## src/hw/rtl/cle_pkg.sv

```systemverilog
`timescale 1ns / 1ps
// Shared types and constants for the console line editor.
// No dependencies.
package cle_pkg;

  typedef enum logic [2:0] {
    ST_IDLE,
    ST_ECHO,
    ST_LINE,
    ST_END
  } cle_state_t;

  // Echo sequence selected by the accepted byte
  typedef enum logic [2:0] {
    SEQ_ENTER,
    SEQ_CTRLC,
    SEQ_ERASE,
    SEQ_PRINT,
    SEQ_BELL
  } echo_seq_t;

  typedef enum logic [1:0] {
    KIND_ECHO = 2'd0,
    KIND_LINE = 2'd1,
    KIND_END  = 2'd2
  } item_kind_t;

  localparam logic [7:0] CH_CTRLC = 8'h03;
  localparam logic [7:0] CH_BELL  = 8'h07;
  localparam logic [7:0] CH_BS    = 8'h08;
  localparam logic [7:0] CH_LF    = 8'h0A;
  localparam logic [7:0] CH_CR    = 8'h0D;
  localparam logic [7:0] CH_SPACE = 8'h20;
  localparam logic [7:0] CH_CARET = 8'h5E;
  localparam logic [7:0] CH_C     = 8'h43;
  localparam logic [7:0] CH_TILDE = 8'h7E;
  localparam logic [7:0] CH_DEL   = 8'h7F;

  localparam int LEN_W = 6;

  // Index of the final echo step of a sequence
  function automatic logic [1:0] echo_last_step(input echo_seq_t seq);
    logic [1:0] r;
    case (seq)
      SEQ_ENTER: r = 2'd1;
      SEQ_CTRLC: r = 2'd3;
      SEQ_ERASE: r = 2'd2;
      SEQ_PRINT: r = 2'd0;
      SEQ_BELL:  r = 2'd0;
      default:   r = 2'd0;
    endcase
    return r;
  endfunction

  function automatic logic [7:0] echo_char(input echo_seq_t seq, input logic [1:0] step,
                                           input logic [7:0] ch);
    logic [7:0] r;
    r = 8'h00;
    case (seq)
      SEQ_ENTER: r = (step == 2'd0) ? CH_CR : CH_LF;
      SEQ_CTRLC: begin
        case (step)
          2'd0:    r = CH_CARET;
          2'd1:    r = CH_C;
          2'd2:    r = CH_CR;
          default: r = CH_LF;
        endcase
      end
      SEQ_ERASE: r = (step == 2'd1) ? CH_SPACE : CH_BS;
      SEQ_PRINT: r = ch;
      SEQ_BELL:  r = CH_BELL;
      default:   r = 8'h00;
    endcase
    return r;
  endfunction

  // Sequences that are followed by the stored line and a line end
  function automatic logic seq_has_line(input echo_seq_t seq);
    return (seq == SEQ_ENTER) || (seq == SEQ_CTRLC);
  endfunction

endpackage

```

## src/hw/rtl/cle_line_ram.sv

```systemverilog
`timescale 1ns / 1ps
// Line store: one write port, one read port with registered read data.
// No dependencies.
module cle_line_ram #(
  parameter int DEPTH = 48
) (
  input  logic                     clk,
  input  logic                     wr_en,
  input  logic [$clog2(DEPTH)-1:0] wr_addr,
  input  logic [7:0]               wr_data,
  input  logic [$clog2(DEPTH)-1:0] rd_addr,
  output logic [7:0]               rd_data_r
);

  logic [7:0] mem [DEPTH];

  always_ff @(posedge clk) begin
    if (wr_en) begin
      mem[wr_addr] <= wr_data;
    end
  end

  always_ff @(posedge clk) begin
    rd_data_r <= mem[rd_addr];
  end

endmodule

```

## src/hw/rtl/console_line_editor.sv

```systemverilog
`timescale 1ns / 1ps
// Console line editor top level. Uses cle_pkg and cle_line_ram.
// An accepted byte is decoded in ST_IDLE; its results come from ST_ECHO, ST_LINE
// and ST_END and are registered, one per cycle while the output is not stalled;
// in_stall holds the input until the byte's last result is registered. The line
// index counter steps the read port one store entry per cycle unless stalled.
// Reset (rst_n, synchronous) empties the line and clears the CR flag.
module console_line_editor #(
  parameter int LINE_CAPACITY = 48
) (
  input  logic                     clk,
  input  logic                     rst_n,
  input  logic                     in_valid,
  output logic                     in_stall,
  input  logic [7:0]               in_rx_byte,
  output logic                     out_valid,
  input  logic                     out_stall,
  output logic [1:0]               out_kind,
  output logic [7:0]               out_data_byte,
  output logic [cle_pkg::LEN_W-1:0] out_line_length,
  output logic                     out_last
);
  import cle_pkg::*;

  localparam int CW = $clog2(LINE_CAPACITY);
  localparam logic [CW-1:0] COUNT_MAX = CW'(LINE_CAPACITY - 1);

  cle_state_t state_r, state_nxt;
  echo_seq_t  seq_r, seq_nxt;
  logic [1:0]    step_r, step_nxt;
  logic [CW-1:0] idx_r, idx_nxt;
  logic [CW-1:0] count_r, count_nxt;
  logic          after_cr_r, after_cr_nxt;
  logic [7:0]    ch_r, ch_nxt;

  logic          out_valid_r;
  logic [1:0]    out_kind_r;
  logic [7:0]    out_data_r;
  logic [LEN_W-1:0] out_len_r;
  logic          out_last_r;

  logic          accept, slot_free;
  logic          emit, emit_last;
  item_kind_t    emit_kind;
  logic [7:0]    emit_data;
  logic [LEN_W-1:0] emit_len;
  logic          go_echo;
  logic          wr_en;
  logic [CW-1:0] rd_addr;
  logic [7:0]    rd_data_r;
  logic [CW+LEN_W-1:0] len_ext;
  logic          step_done;
  logic          is_cr, is_lf, is_print, is_erase;

  assign accept    = in_valid && !in_stall;
  assign in_stall  = (state_r != ST_IDLE);
  assign slot_free = !out_valid_r || !out_stall;
  assign step_done = (step_r == echo_last_step(seq_r));
  assign len_ext   = {{LEN_W{1'b0}}, count_r};

  assign is_cr    = (in_rx_byte == CH_CR);
  assign is_lf    = (in_rx_byte == CH_LF);
  assign is_erase = (in_rx_byte == CH_BS) || (in_rx_byte == CH_DEL);
  assign is_print = (in_rx_byte >= CH_SPACE) && (in_rx_byte <= CH_TILDE);

  // Decode of the accepted byte and line bookkeeping
  always_comb begin
    go_echo      = 1'b0;
    wr_en        = 1'b0;
    seq_nxt      = seq_r;
    ch_nxt       = ch_r;
    count_nxt    = count_r;
    after_cr_nxt = after_cr_r;
    if (accept) begin
      after_cr_nxt = is_cr;
      ch_nxt       = in_rx_byte;
      if (is_lf && after_cr_r) begin
        go_echo = 1'b0;
      end else if (is_cr || is_lf) begin
        go_echo = 1'b1;
        seq_nxt = SEQ_ENTER;
      end else if (in_rx_byte == CH_CTRLC) begin
        go_echo   = 1'b1;
        seq_nxt   = SEQ_CTRLC;
        count_nxt = '0;
      end else if (is_erase) begin
        if (count_r != '0) begin
          go_echo   = 1'b1;
          seq_nxt   = SEQ_ERASE;
          count_nxt = count_r - 1'b1;
        end
      end else if (is_print) begin
        go_echo = 1'b1;
        if (count_r < COUNT_MAX) begin
          wr_en     = 1'b1;
          seq_nxt   = SEQ_PRINT;
          count_nxt = count_r + 1'b1;
        end else begin
          seq_nxt = SEQ_BELL;
        end
      end
    end else if (state_r == ST_END && slot_free) begin
      count_nxt = '0;
    end
  end

  // Next state
  always_comb begin
    state_nxt = state_r;
    case (state_r)
      ST_IDLE: begin
        if (go_echo) begin
          state_nxt = ST_ECHO;
        end
      end
      ST_ECHO: begin
        if (slot_free && step_done) begin
          if (!seq_has_line(seq_r)) begin
            state_nxt = ST_IDLE;
          end else if (count_r != '0) begin
            state_nxt = ST_LINE;
          end else begin
            state_nxt = ST_END;
          end
        end
      end
      ST_LINE: begin
        if (slot_free && (idx_r + 1'b1 == count_r)) begin
          state_nxt = ST_END;
        end
      end
      ST_END: begin
        if (slot_free) begin
          state_nxt = ST_IDLE;
        end
      end
      default: state_nxt = ST_IDLE;
    endcase
  end

  // Result generation and counters
  always_comb begin
    emit      = 1'b0;
    emit_kind = KIND_ECHO;
    emit_data = 8'h00;
    emit_len  = '0;
    emit_last = 1'b0;
    step_nxt  = step_r;
    idx_nxt   = idx_r;
    case (state_r)
      ST_IDLE: begin
        step_nxt = 2'd0;
        idx_nxt  = '0;
      end
      ST_ECHO: begin
        if (slot_free) begin
          emit      = 1'b1;
          emit_data = echo_char(seq_r, step_r, ch_r);
          emit_last = step_done && !seq_has_line(seq_r);
          step_nxt  = step_r + 1'b1;
        end
      end
      ST_LINE: begin
        if (slot_free) begin
          emit      = 1'b1;
          emit_kind = KIND_LINE;
          emit_data = rd_data_r;
          idx_nxt   = idx_r + 1'b1;
        end
      end
      ST_END: begin
        if (slot_free) begin
          emit      = 1'b1;
          emit_kind = KIND_END;
          emit_len  = len_ext[LEN_W-1:0];
          emit_last = 1'b1;
        end
      end
      default: begin
        emit = 1'b0;
      end
    endcase
  end

  // Read one entry ahead so data is ready when the slot frees
  assign rd_addr = idx_nxt;

  cle_line_ram #(
    .DEPTH(LINE_CAPACITY)
  ) u_line_ram (
    .clk       (clk),
    .wr_en     (wr_en),
    .wr_addr   (count_r),
    .wr_data   (in_rx_byte),
    .rd_addr   (rd_addr),
    .rd_data_r (rd_data_r)
  );

  always_ff @(posedge clk) begin
    if (!rst_n) begin
      state_r     <= ST_IDLE;
      count_r     <= '0;
      after_cr_r  <= 1'b0;
      out_valid_r <= 1'b0;
      step_r      <= 2'd0;
      idx_r       <= '0;
    end else begin
      state_r    <= state_nxt;
      count_r    <= count_nxt;
      after_cr_r <= after_cr_nxt;
      step_r     <= step_nxt;
      idx_r      <= idx_nxt;
      if (emit) begin
        out_valid_r <= 1'b1;
      end else if (!out_stall) begin
        out_valid_r <= 1'b0;
      end
    end
  end

  always_ff @(posedge clk) begin
    seq_r <= seq_nxt;
    ch_r  <= ch_nxt;
    if (emit) begin
      out_kind_r <= emit_kind;
      out_data_r <= emit_data;
      out_len_r  <= emit_len;
      out_last_r <= emit_last;
    end
  end

  assign out_valid       = out_valid_r;
  assign out_kind        = out_kind_r;
  assign out_data_byte   = out_data_r;
  assign out_line_length = out_len_r;
  assign out_last        = out_last_r;

endmodule

```

## config.mk

```make
export PLATFORM = sky130hd
export DESIGN_NAME = console_line_editor
export DESIGN_NICKNAME = d
export VERILOG_FILES = /design/src/hw/rtl/cle_pkg.sv /design/src/hw/rtl/cle_line_ram.sv /design/src/hw/rtl/console_line_editor.sv
export SDC_FILE = /design/constraint.sdc
export NUM_CORES = 1
export LEC_CHECK = 0
export CAP_MARGIN = 20
export CORE_MARGIN = 1.5
export CORE_UTILIZATION = 63
export DETAILED_ROUTE_END_ITERATION = 16
export DONT_BUFFER_PORTS = 1
export PLACE_DENSITY = 0.79
export SLEW_MARGIN = 20
export SYNTH_ARGS = -nofsm -noshare
export SYNTH_HDL_FRONTEND = slang
export SYNTH_HIERARCHICAL = 1
export SYNTH_SLANG_ARGS = --single-unit
```

## constraint.sdc

```tcl
create_clock -name clk -period 3.6 [get_ports clk]
set_input_delay 0.18 -clock clk [delete_from_list [all_inputs] [get_ports clk]]
set_output_delay 0.18 -clock clk [all_outputs]
set_load 0.01 [all_outputs]
```

Yosys cells after proc, flatten, opt, wreduce, memory -nomap -nowiden

Memory sizes are Yosys's and may differ from the RTL's. A register that Yosys moved wholly into a read port is not among the register bits.
Cells that the tools add are included.

Memories: 1
RAM bits: 384
Register bits after elaboration: 47
Word-level logic and storage cells: 138
Input port bits: 12
Output and inout bits: 19

Equal/unequal tests: 28
Reductions and logical operators: 30
Muxes and demuxes: 58
$add $sub $neg: 4
Bitwise gates (word level): 1
$lt $le $gt $ge: 3

Memory list:

| name           | depth | bits a word | read ports | clocked after memory_dff | wr ports | RTL line           | text |
|---|---|---|---|---|---|---|---|
| u_line_ram.mem | 48    | 8           | 1          | 1                        | 1        | cle_line_ram.sv:15 | `logic [7:0] mem [DEPTH];` |

Operator list:

| cell                  | number |
|---|---|
| $mux W6               | 11 |
| $pmux W8 S5           | 1 |
| $mux W3               | 9 |
| $eq A8 B4 Y1 const B  | 3 |
| $mux W1               | 24 |
| $pmux W7 S3           | 1 |
| $mux W8               | 2 |
| $pmux W8 S2           | 1 |
| $ne A2 B2 Y1 const B  | 7 |
| $add A6 B1 Y6 const B | 2 |
| $eq A3 B2 Y1 const B  | 4 |
| $ne A4 B1 Y1 const B  | 3 |
| $pmux W3 S4           | 1 |
| $pmux W6 S2           | 1 |
| $eq A8 B2 Y1 const B  | 1 |
| $eq A8 B7 Y1 const B  | 1 |
| $ge A8 B6 Y1 const B  | 1 |
| $le A8 B7 Y1 const B  | 1 |
| $pmux W2 S2           | 2 |
| $reduce_and A4 Y1     | 2 |
| $logic_and A1 B1 Y1   | 7 |
| $eq A3 B1 Y1 const B  | 2 |
| $eq A6 B6 Y1          | 1 |
| $logic_not A3 Y1      | 2 |
| 24 further kinds      | 34 |

Longest topological paths before layout

Depth in word-level cells: 10
Depth in mapped cells: 14
Mapped depth without buffers: 11

Modules after synthesis

Netlist, hierarchy kept.

By module, submodules not included:

| module              | instances | cells each | area an instance (um2) |
|---|---|---|---|
| cle_line_ram        | 1         | 790        | 15334.7 |
| console_line_editor | 1         | 300        | 2837.7 |

Worst setup path after synthesis

No wires, ideal clock.

Path type: register to register
Start: reg state_r[0]
End: mem u_line_ram.mem[16][0], enable pin
Path slack: 0.552 ns
Path buffers: 1
Setup time: 0.383 ns
Cell stages (with the launch flop): 10
Period minus slack after synthesis: 3.048 ns
Arrival: 2.664 ns
Path through: dfxtp_1 -> inv_1 -> ha_1 -> clkbuf_1 -> nand2_1 -> inv_1 -> o31ai_1 -> nor3_1 -> nand4b_1 -> nor3_1

Longest elaborated chain between the ends: 6

RTL lines:

| what                          | RTL line                   | text |
|---|---|---|
| from (decl)                   | console_line_editor.sv:28  | `cle_state_t state_r, state_nxt;` |
| from (signal assigned)        | console_line_editor.sv:208 | `state_r <= state_nxt;` |
| $reduce_bool A3 Y1            | console_line_editor.sv:56  | `assign in_stall = (state_r != ST_IDLE);` |
| $logic_not A1 Y1              | console_line_editor.sv:55  | `assign accept = in_valid && !in_stall;` |
| $logic_and A1 B1 Y1           | console_line_editor.sv:55  |  |
| via accept                    | console_line_editor.sv:42  | `logic accept, slot_free;` |
| $mux W1                       | console_line_editor.sv:74  | `if (accept) begin` |
| via wr_en                     | console_line_editor.sv:48  | `logic wr_en;` |
| $mux W1                       | cle_line_ram.sv:18         | `if (wr_en) begin` |
| $mux W1 (not written as such) | cle_line_ram.sv:19         | `mem[wr_addr] <= wr_data;` |
| to (decl)                     | cle_line_ram.sv:15         |  |

The timed path passes the listed nets, and every way through them passes these cells.

Final worst setup path

Start: reg state_r[0]
End: reg u_line_ram.rd_data_r[1], read port of u_line_ram.mem

Longest elaborated chain between the ends: 2
Elaborated cells on any way between the ends: 3

RTL lines:

| what                                                    | RTL line                   | text |
|---|---|---|
| $eq A3 B2 Y1 / $logic_not A3 Y1 (equally long branches) | console_line_editor.sv:150 | `case (state_r)` |
| $pmux W6 S2 *                                           | console_line_editor.sv:150 |  |
| via idx_nxt[0]                                          | console_line_editor.sv:31  | `logic [CW-1:0] idx_r, idx_nxt;` |
| to (decl)                                               | cle_line_ram.sv:12         | `output logic [7:0] rd_data_r` |

The timed path passes the listed nets; every way through them passes the cells marked *.
A chain may end at the register's enable or synchronous reset.

==> flow_metrics.tcl <==
set metrics [dict create \
    overflow 0 \
    p_int_mw 8.25 \
    wl_per_cell_um 27.0 \
    antenna_found_initial 4 \
    path_clk_slew_ns 0.06 \
    clock_path_buffers 3 \
    critPathSlowestCell "dfxtp_1" \
    cts_tree "yes" \
    yosys-top-cells-count "edfxtp_1, mux2i_1, nor2_1, mux4_2, a22oi_1" \
    status "finished with violations" \
    h-tree-depth 2 \
    worstPathMaxFanout 29 \
    synth_top_family_by_area "multiplexers" \
    route.detailed.drc 0 \
    slew_headroom_pct 38.0 \
    grtUsageTotal_pct 29.2 \
    dp_hpwl_um 25400 \
    synth_xor_xnor_area_share_pct 0.675 \
    grt_pass1_vias 10348 \
    num_antenna_cells 0 \
    synth_area_leaders "edfxtp_1, mux2i_1, mux4_2" \
    p_clk_share_pct 40.3 \
    postCtsSetupBuffers 0 \
    numCtsBuffers 43 \
    dieWidth_um 173 \
    p_total_mw 10.4 \
    pwr-share-seq_pct 54.8 \
    synth.most_common_cell "edfxtp_1" \
    synth_edf_count 412 \
    crit_type "reg2reg" \
    io_pins 31 \
    min_period_ns 3.34 \
    swShare_pct 21.0 \
    yosysTopAreaCell "edfxtp_1" \
    crit_start "state_r[0]$_SDFFE_PN0P_" \
    drive_gt1_share_pct 17.4 \
    synth.mux.area_fraction_pct 12.2 \
    place.gp.congestion 0.826 \
    syn_nets 1117 \
    reg2reg_depth 13 \
    finalHoldViolCount 4 \
    synth_compound_area_share_pct 7.10 \
    cp.required_ns 4.04 \
    synth.top_cell.area_share_pct 68.1 \
    finalCritPeriodShare_pct 92.7 \
    ant_nets 0 \
    io_buffers 0 \
    drt-pass1-iter-count 6 \
    drt_iter0_drc 1428 \
    synth.avg_cell_area_um2 16.7 \
    synthesis.area_mm2 0.0182 \
    crit_arrival_ns 3.77 \
    path_cells "inv_1, ha_2, nor2_1, a21oi_1, buf_4, a21oi_4, buf_12, buf_6, mux2i_1, a22o_1, a221oi_1, o22ai_1, o41ai_2" \
    start_util_pct 64.7 \
    root_buffer "clkbuf_16" \
    rrSetupSlack_ns 0.26 \
    clock_skew_ns 0.0179 \
    r2r-start "state_r[0]$_SDFFE_PN0P_" \
    syn_inst 1090 \
    setup_viol 0 \
    viasPerCell 6.64 \
    die_h_um 173 \
    ys_seq_area_share_pct 70.9 \
    rsz0062_at_grt "false" \
    synthSimpleGateAreaFrac_pct 5.71 \
    grt_max_degree 52 \
    r2r-end "u_line_ram/rd_data_r[1]$_DFF_P_" \
    num_vias 10506 \
    dieArea_mm2 0.0299 \
    slew_viol_final 0 \
    syn2layout_area_growth_pct 13.2 \
    wirelength_um 42800 \
    async_reset_ff_share_pct 0 \
    synth.yosys.warnings 6 \
    nets 1202 \
    max_stage_delay_ns 0.39 \
    ir_drop_v 0.000460 \
    failed_checks "hold timing" \
    ys_ff_latch 438 \
    worstHoldPathType "in2reg" \
    clkLatencyLatePin_ns 0.55 \
    power_frac_comb_pct 4.9 \
    core_mm2 0.0281 \
    tightest_slew_ns 0.921 \
    worst_hold_slack_ns -0.00510 \
    grt_pass1_wl_um 64500 \
    clkSinkCount 438 \
    synth_cell_types 61 \
    endpoint_kind "flip-flop" \
    power_density_mw_per_mm2 508 \
    yosys_most_used_dff "edfxtp_1" \
    rows 61 \
    critPathLaunchType "flip-flop" \
    crit_end "u_line_ram/rd_data_r[1]$_DFF_P_" \
    fin_setup_tns_ns 0 \
    power.switching_mw 2.20 \
    maxCapViolCount 0 \
    p_leak_nw 6.54 \
    max_freq_mhz 300 \
    synthAdderAreaFrac_pct 1.07 \
]
==> final cells by class <==
type / count / area (um^2)
Clock inverter: 20 / 173
Timing Repair Buffer: 103 / 972
Multi-Input combinational cell: 577 / 4900
Fill cell: 1717 / 7510
Clock buffer: 55 / 1120
Sequential cell: 438 / 12900
Tap cell: 378 / 473
Inverter: 12 / 45.0
==> stage by stage <==
stage | setup WS [ns] | cells | utilization [%] | area [um^2]
floorplan | 0.552 | 1090 | - | 18200
global placement | 0.370 | 1493 | 67.8 | 19000
detailed placement | 0.116 | 1493 | 67.8 | 19000
CTS | 0.0841 | 1583 | 73.2 | 20600
global route | 0.106 | 1583 | 73.3 | 20600
finish | 0.262 | 1583 | 73.3 | 20600
==> power groups by stage <==
| stage | clock (mW) | combinational (mW) | sequential [mW] |
|---|---|---|---|
| global placement | 0 | 0.383 | 5.83 |
| detailed placement | 0 | 0.395 | 5.83 |
| CTS | 4.24 | 0.508 | 5.72 |
| floorplan | 0 | 0.285 | 5.81 |
| global route | 4.43 | 0.552 | 5.72 |
| finish | 4.21 | 0.515 | 5.72 |
==> worst max-delay path, delay by kind of cell, from the launching register on <==
kind,cells,cell delay [ns]
adders and majority gates,1,0.28
buffers and inverters,4,0.77
DFF,1,0.39
AOI/OAI and AO/OA,6,1.41
and+or+nand+nor,1,0.20
muxes,1,0.11
==> routing by layer <==
metal | routed length (um) | vias to the layer above | GRT usage (%)
li1 | - | 4496 | -
met1 | 16800 | 5328 | 40.3
met2 | 20900 | 557 | 47.5
met3 | 3590 | 119 | 5.30
met4 | 1480 | 6 | 10.1
met5 | 54 | - | 0
==> sequential cells by signal (all words and copies together), names as in the netlist <==
name and flops:
out_line_length 6, step_r 2, after_cr_r 1, out_kind 2
ch_r 8, out_valid 1, seq_r 3, out_data_byte 8
idx_r 6, state_r 2, u_line_ram/rd_data_r 8, out_last 1
u_line_ram/mem 384, count_r 6
==> repair_timing <==
action | 4_1_cts | 5_1_grt
gates resized for setup | 0 | 2
hold buffers | 15 | 0
setup endpoints to repair | 0 | 2
endpoints found under the hold margin | 411 | 0
==> cell families after synthesis <==
group,count (synthesis)
simple gates,204
mux,172
buf+inv,75
xor+xnor,14
flops,438
compound gates,172
fa+ha+maj,15
==> worst min path at each step <==
stage / to / slack [ns] / from / cells after the start
floorplan: ch_r[0]$_DFFE_PP_ / 0.28 / in_rx_byte[0] / 0
global placement: u_line_ram/mem[34][6]$_DFFE_PP_ / 0.28 / in_rx_byte[6] / 0
detailed placement: u_line_ram/mem[35][6]$_DFFE_PP_ / 0.28 / in_rx_byte[6] / 0
CTS: u_line_ram/mem[5][1]$_DFFE_PP_ / 0.003 / in_rx_byte[1] / 1
global route: u_line_ram/mem[5][1]$_DFFE_PP_ / 0.0009 / in_rx_byte[1] / 1
finish: u_line_ram/mem[5][6]$_DFFE_PP_ / -0.005 / in_rx_byte[6] / 1
==> cell usage in the layout, fill, tap and decap left out, drive strengths merged, types with 15 or more instances in the layout <==
cell	count
a22oi	36
a22o	16
nor2	68
a221oi	16
edfxtp	412
buf	96
nor2b	18
inv	15
mux4	40
clkbuf	55
a21oi	35
mux2i	131
dfxtp	26
nand2	34
Note: power is estimated with default switching activity, not from simulation.
